`config.mk`:
```
export PLATFORM = sky130hd
export DESIGN_NAME = expo_curve_blend
export DESIGN_NICKNAME = d
export VERILOG_FILES = /design/src/ecb_pkg.sv /design/src/expo_curve_blend.sv
export VERILOG_INCLUDE_DIRS = /design/src /design/src/src
export SDC_FILE = /design/constraint.sdc
export NUM_CORES = 1
export LEC_CHECK = 0
export BUFFER_PORTS_ARGS = -buffer_cell sky130_fd_sc_hd__buf_4
export CAP_MARGIN = 30
export CORE_UTILIZATION = 41
export CTS_BUF_LIST = sky130_fd_sc_hd__clkbuf_8
export DETAILED_ROUTE_END_ITERATION = 16
export SLEW_MARGIN = 20
export SYNTH_ARGS = -nofsm -noshare
export SYNTH_HDL_FRONTEND = slang
export SYNTH_SLANG_ARGS = --single-unit
export TNS_END_PERCENT = 30
```
`constraint.sdc`:
```
create_clock -name clock -period 19.5 [get_ports clock]
set_clock_uncertainty 0.05 [all_clocks]
set_input_delay 1.95 -clock clock [delete_from_list [all_inputs] [get_ports clock]]
set_output_delay 1.95 -clock clock [all_outputs]
set_load 0.01 [all_outputs]
```
`src/expo_curve_blend_assert.svh`:
```
// Assertion helpers for the expo curve blend block
`ifndef EXPO_CURVE_BLEND_ASSERT_SVH
`define EXPO_CURVE_BLEND_ASSERT_SVH

// cond must hold at every clock edge outside reset
`define ECB_ASSERT_HOLDS(label, cond) \
   label: assert property (@(posedge clock) disable iff (reset) (cond)) \
      else $error("expo_curve_blend: invariant violated");

// ante implies cons in the same cycle
`define ECB_ASSERT_IMPLIES(label, ante, cons) \
   label: assert property (@(posedge clock) disable iff (reset) (ante) |-> (cons)) \
      else $error("expo_curve_blend: implication violated");

`endif

```
`src/ecb_pkg.sv`:
```
package ecb_pkg;

   localparam int unsigned CURVE_POINTS = 15;
   localparam int unsigned MAG_W       = 9;
   localparam int unsigned PCT_W       = 7;
   localparam int unsigned SUM_W       = 15;
   localparam int unsigned PROD_W      = 31;

   localparam logic [MAG_W-1:0] FULL_SCALE = 9'd256;
   localparam logic [PCT_W-1:0] PCT_FULL   = 7'd100;

   // x / 100 == (x * 41944) >> 22 for x <= 25600
   localparam logic [15:0] DIV_RECIP = 16'd41944;
   localparam int unsigned DIV_SHIFT = 22;

   localparam logic [MAG_W-1:0] TAB_POS [CURVE_POINTS] = '{
      9'd0, 9'd1, 9'd2, 9'd4, 9'd8, 9'd14, 9'd21, 9'd32,
      9'd46, 9'd63, 9'd83, 9'd108, 9'd137, 9'd171, 9'd210};

   localparam logic [MAG_W-1:0] TAB_NEG [CURVE_POINTS] = '{
      9'd101, 9'd128, 9'd147, 9'd161, 9'd174, 9'd185, 9'd194, 9'd203,
      9'd211, 9'd219, 9'd226, 9'd232, 9'd239, 9'd245, 9'd251};

   // curve point k, with implicit end points 0 and full scale
   function automatic logic [MAG_W-1:0] point_at(input logic use_neg, input logic [4:0] k);
      logic [3:0] idx;
      idx = k[3:0] - 4'd1;
      if (k == 5'd0)
         return '0;
      else if (k > 5'(CURVE_POINTS))
         return FULL_SCALE;
      else if (use_neg)
         return TAB_NEG[idx];
      else
         return TAB_POS[idx];
   endfunction

endpackage

```
`src/expo_curve_blend.sv`:
```
// Five register stages: table lookup, interpolation, blend, reciprocal multiply, sign restore.
// Each request passes through the stage registers in order, from the request port to the response port.
// Throughput is one request per cycle while rsp_stall stays low.
// Each stage advances when it is empty or the next stage advances.
// Synchronous active-high reset clears the stage valid bits and sets expo_percent to 0.
`include "expo_curve_blend_assert.svh"

module expo_curve_blend (
   input  logic       clock,
   input  logic       reset,
   input  logic       req_valid,
   output logic       req_stall,
   input  logic [9:0] req_sample_in,
   output logic       rsp_valid,
   input  logic       rsp_stall,
   output logic [9:0] rsp_sample_out,
   input  logic       csr_valid,
   output logic       csr_ready,
   input  logic [7:0] csr_expo_percent
);
   import ecb_pkg::*;

   logic [7:0] expo_ff;

   logic                v1_ff, v2_ff, v3_ff, v4_ff, v5_ff;
   logic                en1, en2, en3, en4, en5;

   logic                neg1_ff, neg2_ff, neg3_ff, neg4_ff;
   logic [MAG_W-1:0]    m1_ff, m2_ff;
   logic [MAG_W-1:0]    lo1_ff, hi1_ff;
   logic [PCT_W-1:0]    w1_ff, w2_ff;
   logic [MAG_W-1:0]    curve2_ff;
   logic [SUM_W-1:0]    sum3_ff;
   logic [PROD_W-1:0]   prod4_ff;
   logic [9:0]          out5_ff;

   logic                neg1_in;
   logic [9:0]          mag_raw;
   logic [MAG_W-1:0]    m1_in;
   logic [4:0]          seg;
   logic [7:0]          e_abs;
   logic [PCT_W-1:0]    w1_in;
   logic                use_neg;
   logic [MAG_W-1:0]    lo1_in, hi1_in;
   logic [3:0]          frac;
   logic [13:0]         interp;
   logic [MAG_W-1:0]    curve2_in;
   logic [SUM_W-1:0]    sum3_in;
   logic [PROD_W-1:0]   prod4_in;
   logic [MAG_W-1:0]    quot;
   logic [9:0]          out5_in;

   // stage enables, back from the output
   assign en5 = !v5_ff || !rsp_stall;
   assign en4 = !v4_ff || en5;
   assign en3 = !v3_ff || en4;
   assign en2 = !v2_ff || en3;
   assign en1 = !v1_ff || en2;

   assign req_stall = !en1;
   assign csr_ready = 1'b1;
   assign rsp_valid = v5_ff;
   assign rsp_sample_out = out5_ff;

   // stage 1: magnitude, segment, table points, weight
   always_comb begin
      neg1_in = req_sample_in[9];
      mag_raw = neg1_in ? (~req_sample_in + 10'd1) : req_sample_in;
      m1_in   = (mag_raw > 10'(FULL_SCALE)) ? FULL_SCALE : mag_raw[MAG_W-1:0];
      seg     = m1_in[8:4];
      e_abs   = expo_ff[7] ? (~expo_ff + 8'd1) : expo_ff;
      w1_in   = (e_abs > 8'(PCT_FULL)) ? PCT_FULL : e_abs[PCT_W-1:0];
      use_neg = expo_ff[7];
      lo1_in  = point_at(use_neg, seg);
      hi1_in  = point_at(use_neg, seg + 5'd1);
   end

   // stage 2: linear interpolation
   always_comb begin
      frac      = m1_ff[3:0];
      interp    = 14'(lo1_ff) * 14'(5'd16 - {1'b0, frac}) + 14'(hi1_ff) * 14'(frac);
      curve2_in = interp[12:4];
   end

   // stage 3: percentage blend
   assign sum3_in = SUM_W'(m2_ff) * SUM_W'(PCT_FULL - w2_ff)
                  + SUM_W'(curve2_ff) * SUM_W'(w2_ff);

   // stage 4: divide by 100 via reciprocal
   assign prod4_in = PROD_W'(sum3_ff) * PROD_W'(DIV_RECIP);

   // stage 5: sign restore
   always_comb begin
      quot    = prod4_ff[DIV_SHIFT +: MAG_W];
      out5_in = neg4_ff ? (~{1'b0, quot} + 10'd1) : {1'b0, quot};
   end

   always_ff @(posedge clock) begin
      if (reset) begin
         expo_ff <= '0;
         v1_ff   <= 1'b0;
         v2_ff   <= 1'b0;
         v3_ff   <= 1'b0;
         v4_ff   <= 1'b0;
         v5_ff   <= 1'b0;
      end else begin
         if (csr_valid && csr_ready) begin
            expo_ff <= csr_expo_percent;
         end
         if (en1) v1_ff <= req_valid;
         if (en2) v2_ff <= v1_ff;
         if (en3) v3_ff <= v2_ff;
         if (en4) v4_ff <= v3_ff;
         if (en5) v5_ff <= v4_ff;
      end
   end

   always_ff @(posedge clock) begin
      if (en1) begin
         neg1_ff <= neg1_in;
         m1_ff   <= m1_in;
         lo1_ff  <= lo1_in;
         hi1_ff  <= hi1_in;
         w1_ff   <= w1_in;
      end
      if (en2) begin
         neg2_ff   <= neg1_ff;
         m2_ff     <= m1_ff;
         w2_ff     <= w1_ff;
         curve2_ff <= curve2_in;
      end
      if (en3) begin
         neg3_ff <= neg2_ff;
         sum3_ff <= sum3_in;
      end
      if (en4) begin
         neg4_ff  <= neg3_ff;
         prod4_ff <= prod4_in;
      end
      if (en5) begin
         out5_ff <= out5_in;
      end
   end

   `ECB_ASSERT_IMPLIES(a_curve_bound, v2_ff, curve2_ff <= FULL_SCALE)
   `ECB_ASSERT_IMPLIES(a_sum_bound, v3_ff, sum3_ff <= 15'd25600)
   `ECB_ASSERT_IMPLIES(a_full_backpressure, v1_ff && v2_ff && v3_ff && v4_ff && v5_ff && rsp_stall, req_stall)

endmodule
```
== Yosys cells after proc, flatten, opt, wreduce, memory -nomap -nowiden ==
Memory sizes are Yosys's and may differ from the RTL's.
Cells that the tools add are included.

* Bits in registers: 129
* ROM bits: 576
* Input bits: 23
* Output and inout bits: 13
* Logic and storage cells: 86
* Memories kept: 4

* $add $sub $neg: 10
* Multiply operators: 5
* Magnitude comparators: 6
* Muxes and demuxes: 16
* Bitwise operators: 5
* Reduce and logical (&&, ||, !) cells: 16

{| class="wikitable"
|+ Memory list
! memory !! depth !! width !! rd ports !! clocked after memory_dff !! wr ports !! RTL line !! RTL
|-
| (name not given) || 16 || 9 || 1 || 0 || 0 || ecb_pkg.sv:35 || <nowiki>return TAB_POS[idx];</nowiki>
|-
| (name not given) || 16 || 9 || 1 || 0 || 0 || ecb_pkg.sv:33 || <nowiki>return TAB_NEG[idx];</nowiki>
|-
| (name not given) || 16 || 9 || 1 || 0 || 0 || ecb_pkg.sv:35 ||
|-
| (name not given) || 16 || 9 || 1 || 0 || 0 || ecb_pkg.sv:33 ||
|}

{| class="wikitable"
|+ Operator list
! operator !! count
|-
| 9-bit two-way mux || 14
|-
| 15-bit by 13-bit multiplier with 28-bit output, second input constant || 1
|-
| 10-bit by 1-bit adder with 10-bit output, second input constant || 2
|-
| 15-bit adder || 1
|-
| 10-bit by 8-bit multiplier with 15-bit output || 1
|-
| 9-bit by 7-bit multiplier with 15-bit output || 1
|-
| 13-bit adder || 1
|-
| 10-bit by 6-bit multiplier with 13-bit output || 1
|-
| 9-bit by 4-bit multiplier with 13-bit output || 1
|-
| 5-bit >= comparator, second input constant || 2
|-
| 10-bit by 9-bit > comparator with 1-bit output, second input constant || 1
|-
| 5-bit by 4-bit > comparator with 1-bit output, second input constant || 2
|-
| 5-bit zero test || 2
|-
| 10-bit two-way mux || 1
|-
| 10-bit inverter || 1
|-
| 4-bit inverter with 5-bit output || 2
|-
| 9-bit inverter with 10-bit output || 1
|-
| 8-bit by 1-bit adder with 8-bit output, second input constant || 1
|-
| 8-bit by 7-bit > comparator with 1-bit output, second input constant || 1
|-
| 8-bit two-way mux || 1
|-
| 8-bit inverter || 1
|-
| 4-bit by 1-bit subtractor with 4-bit output, second input constant || 2
|-
| 7-bit by 7-bit subtractor with 8-bit output, first input constant || 1
|-
| 1-bit zero test || 7
|-
| other kinds (4) || 9
|}

== Longest topological paths before layout ==
* Depth in word-level cells: 13
* Mapped depth: 26
* Mapped depth without buffers: 24

== Worst setup path after synthesis ==
Ideal clock, no wire load.

* Path type: register -> register
* Start: register w2_ff[0]
* End: register sum3_ff[14] (data pin)
* Library setup time: 268 ps
* Data arrival time: 6,213 ps
* Data required time: 19,182 ps
* Path slack: 12,969 ps
* Cell stages (with the launch flop): 25
* Buffers on the path: 2
* Period minus slack after synthesis: 6,531 ps
* Cells stage by stage: edfxtp_1 clkbuf_1 clkbuf_1 inv_1 ha_1 nor2b_1 nor2_1 xnor2_1 and2_1 fa_1 inv_1 fa_1 inv_1 fa_1 fa_1 fa_1 inv_1 fa_1 inv_1 ha_1 a21o_1 a31o_2 a41o_1 o41ai_1 xnor2_1

* Word-level cells in the longest chain between the ends: 3
* Elaborated cells between the ends (all ways): 4
* Those cells by class: 2 x add/sub; 2 x mul

{| class="wikitable"
|+ RTL lines
! item !! RTL line !! RTL
|-
| from (decl) || expo_curve_blend.sv:31 || <nowiki>logic [PCT_W-1:0] w1_ff, w2_ff;</nowiki>
|-
| from (signal assigned) || expo_curve_blend.sv:129 || <nowiki>w2_ff <= w1_ff;</nowiki>
|-
| 7-bit by 7-bit subtractor with 8-bit output || expo_curve_blend.sv:86 || <nowiki>assign sum3_in = SUM_W'(m2_ff) * SUM_W'(PCT_FULL - w2_ff)</nowiki>
|-
| 10-bit by 8-bit multiplier with 15-bit output || expo_curve_blend.sv:86 ||
|-
| 15-bit adder (*) || expo_curve_blend.sv:87 || <nowiki>+ SUM_W'(curve2_ff) * SUM_W'(w2_ff);</nowiki>
|-
| via sum3_in[14] || expo_curve_blend.sv:48 || <nowiki>logic [SUM_W-1:0] sum3_in;</nowiki>
|-
| to (signal assigned) || expo_curve_blend.sv:134 || <nowiki>sum3_ff <= sum3_in;</nowiki>
|-
| to (decl) || expo_curve_blend.sv:33 || <nowiki>logic [SUM_W-1:0] sum3_ff;</nowiki>
|}

Mark *: on every way through the listed nets, which the timed path passes. The rest lies on a longest branch.
A chain may end at the register's enable or synchronous reset.

== Worst setup path in the final report ==
Ends and elaborated chain as after synthesis.

==> results.tsv <==
metric	value	unit
Synth cell types	73	
Die Wd	197.5	um
delay-heaviest family, CP	adder cells	
# Post-CTS Setup Buffers	0	
GR Overflow Total	0	
Starting Density	41.59	%
Post-DP HPWL	26900	um
setup_tns	0	ns
wire length per cell	15.00	um
DR vias/cell	5.018	
crit-path max cell delay	0.72	ns
critical path class	reg2reg	
Worst path slowest cell	edfxtp_1	
HP Class	reg2reg	
Worst Max-Slew Pin Slew	0.9062	ns
DR iter-0 viols	529	
final hold vios	0	
CP Launch Type	flop	
synthesis-stage register bit count	110	
die height	197.5	um
Synth async-reset ratio	0	%
Worst path depth	21	
CP Cell Sequence	inv_1, ha_1, nor2b_1, o31ai_1, xor2_1, nand2_1, fa_1, inv_1, fa_1, fa_1, fa_1, fa_1, inv_1, fa_1, inv_1, ha_1, a21o_1, a31o_2, a41o_1, o41ai_1, xnor2_1	
reg-to-reg critical path endpoint	sum3_ff[14]	
Critical Path End Type	flop	
reg2reg setup slack	12.50	ns
CTS tree	built	
path depth of the worst reg2reg path	21	
share of cells above drive strength 1	4.464	%
Boundary Pins	36	
Num CTS Buffers	9	
initial antenna violation count	0	
Seq/Total Area, Yosys	20.26	%
Yosys Warn Count	0	
Net Count, Synth	2050	
Clock Path Buffers	2	
r2r startpoint	w2_ff[0]	
port bufs	34	
minimum clock period	6.996	ns
Rows	71	
Final Slew Violations	0	
total routed wirelength	31890	um
CP endpoint	sum3_ff[14]	
Critical Path RT	19.59	ns
Max Clock Freq	142.9	MHz
Final Core Density	44.13	%
unrepaired setup endpoints after global routing	false	
clk_lat worst skew	0.41	ns
clk sinks	110	
vias	10663	
WP data arrival	7.09	ns
Final Cycle Share	35.87	%
# DRC	0	
worst path bufs/invs	4	
CP dominant cell by count	fa_1	
maxcap violations	0	
endpoints failing setup	0	
Total GRT Usage	17.57	%
Synth Cell Area	15670	um^2
final hold slack	0.3815	ns
Slew Limit Headroom	39.15	%
core area	37670	um^2
syn avg cell area	9.815	um^2
Worst setup startpoint	w2_ff[0]	
Top FF cell, synth	edfxtp_1	
placed insts	2108	
Post-synth EDFFs	97	
RePlAce Congestion	0.8933	
CTS Hold Bufs	0	
first-pass GRT wire length	54370	um
Max H-tree Level	3	
status	complete, no violations	
clk root buf	clkbuf_8	
post-cts resize count	0	
largest net degree at the start of global routing	38	
crit-path max FO	20	
post-route insts no fill	2125	
vias in the first global route	10946	
antenna viol nets, final	0	
Final #Nets	2062	
Initial DRT Pass Iterations	7	
cells after synthesis	1596	
Area Overhead vs Synth	6.110	%
clock-pin slew on the worst setup and hold paths	0.12	ns
die area	38990	um^2
## Yosys cell counts (4+ instances only)
| library cell | count | share of area, % |
|---|---|---|
| inv_1 | 356 | 8.5 |
| fa_1 | 219 | 28 |
| ha_1 | 212 | 17 |
| nand2_1 | 143 | 3.4 |
| and2_1 | 113 | 4.5 |
| edfxtp_1 | 97 | 19 |
| nor2_1 | 62 | 1.5 |
| xnor2_1 | 56 | 3.1 |
| a21oi_1 | 42 | 1.3 |
| o21ai_0 | 31 | 0.99 |
| nor3_1 | 28 | 0.89 |
| clkbuf_1 | 27 | 0.65 |
| mux2i_1 | 16 | 1.0 |
| dfxtp_1 | 13 | 1.7 |
| nand3_1 | 13 | 0.42 |
| xor2_1 | 13 | 0.73 |
| a21o_1 | 10 | 0.48 |
| a31oi_1 | 8 | 0.32 |
| a211oi_1 | 7 | 0.34 |
| nand2b_1 | 7 | 0.28 |
| a221oi_1 | 6 | 0.34 |
| nand4_1 | 6 | 0.24 |
| and3_1 | 5 | 0.20 |
| o21a_1 | 5 | 0.24 |
| o21bai_1 | 5 | 0.24 |
| or2_2 | 5 | 0.20 |
| or3_1 | 5 | 0.20 |
| a211o_1 | 4 | 0.22 |
| buf_1 | 4 | 0.096 |
| nor2b_1 | 4 | 0.16 |
| o22ai_1 | 4 | 0.16 |
| o31ai_1 | 4 | 0.19 |
| o41ai_1 | 4 | 0.22 |
## sequential cells by signal, summed over array words and instances (netlist names), 7 cells and up
name and count:
sum3_ff 15, hi1_ff 9, m2_ff 9, rsp_sample_out 10, prod4_ff 9, lo1_ff 9
expo_ff 8, w2_ff 7, curve2_ff 9, w1_ff 7, m1_ff 9
## how the worst min path moves through the flow
stage	start	end	slack [ns]	cells after the start
3_5_place_dp	w1_ff[4]	w2_ff[4]	0.36	0
2_1_floorplan	m1_ff[4]	m2_ff[4]	0.35	0
3_3_place_gp	m1_ff[4]	m2_ff[4]	0.36	0
4_1_cts	w1_ff[4]	w2_ff[4]	0.38	0
5_1_grt	m1_ff[8]	m2_ff[8]	0.39	0
6_report	w1_ff[4]	w2_ff[4]	0.38	0
## kinds of logic after synthesis
group                      share of synthesized area (%)
AOI/OAI and AO/OA                                  7.500
xor gates and xnor gates                           3.962
adders and majority gates                          44.92
buffers and inverters                              9.577
DFF                                                20.26
muxes                                              1.238
other                                            0.02394
and+or+nand+nor                                    12.52
## area by class of cell
| type | count | area, um^2 |
|---|---|---|
| clock buffer | 10 | 137.6 |
| fill | 3671 | 21040 |
| multi-input combinational | 1091 | 10990 |
| timing repair buffer | 37 | 277.8 |
| inverter | 359 | 1348 |
| clock inverter | 6 | 52.55 |
| antenna | 1 | 2.502 |
| tap | 511 | 639.4 |
| sequential | 110 | 3173 |
## cell usage in the layout, fill, tap and decap left out, types with 7 or more instances in the layout
cell,instances
a211oi_1,7
a21o_1,10
a21oi_1,42
a31oi_1,8
and2_1,113
buf_4,37
clkbuf_8,10
dfxtp_1,13
edfxtp_1,97
fa_1,219
ha_1,212
inv_1,357
mux2i_1,16
nand2_1,143
nand2b_1,7
nand3_1,13
nor2_1,62
nor3_1,28
o21ai_0,31
xnor2_1,56
xor2_1,13
## through the flow
step | cell area, um^2 | setup WS (ns)
2_1_floorplan | 15670 | 12.97
3_3_place_gp | 16430 | 12.77
3_5_place_dp | 16430 | 12.60
4_1_cts | 16620 | 12.55
5_1_grt | 16620 | 12.12
6_report | 16620 | 12.50
## routing by layer
| layer | vias to the layer above | wire length (um) | track usage, % |
|---|---|---|---|
| met5 | - | 0 | 0 |
| met4 | 0 | 538 | 4.479 |
| met3 | 35 | 1318 | 2.920 |
| met2 | 211 | 14990 | 28.57 |
| met1 | 5304 | 15040 | 24.26 |
| li1 | 5113 | - | - |
Power is left out: the tool's default activity adds up to more than one toggle a clock period on the data nets, which glitch-free logic cannot reach.
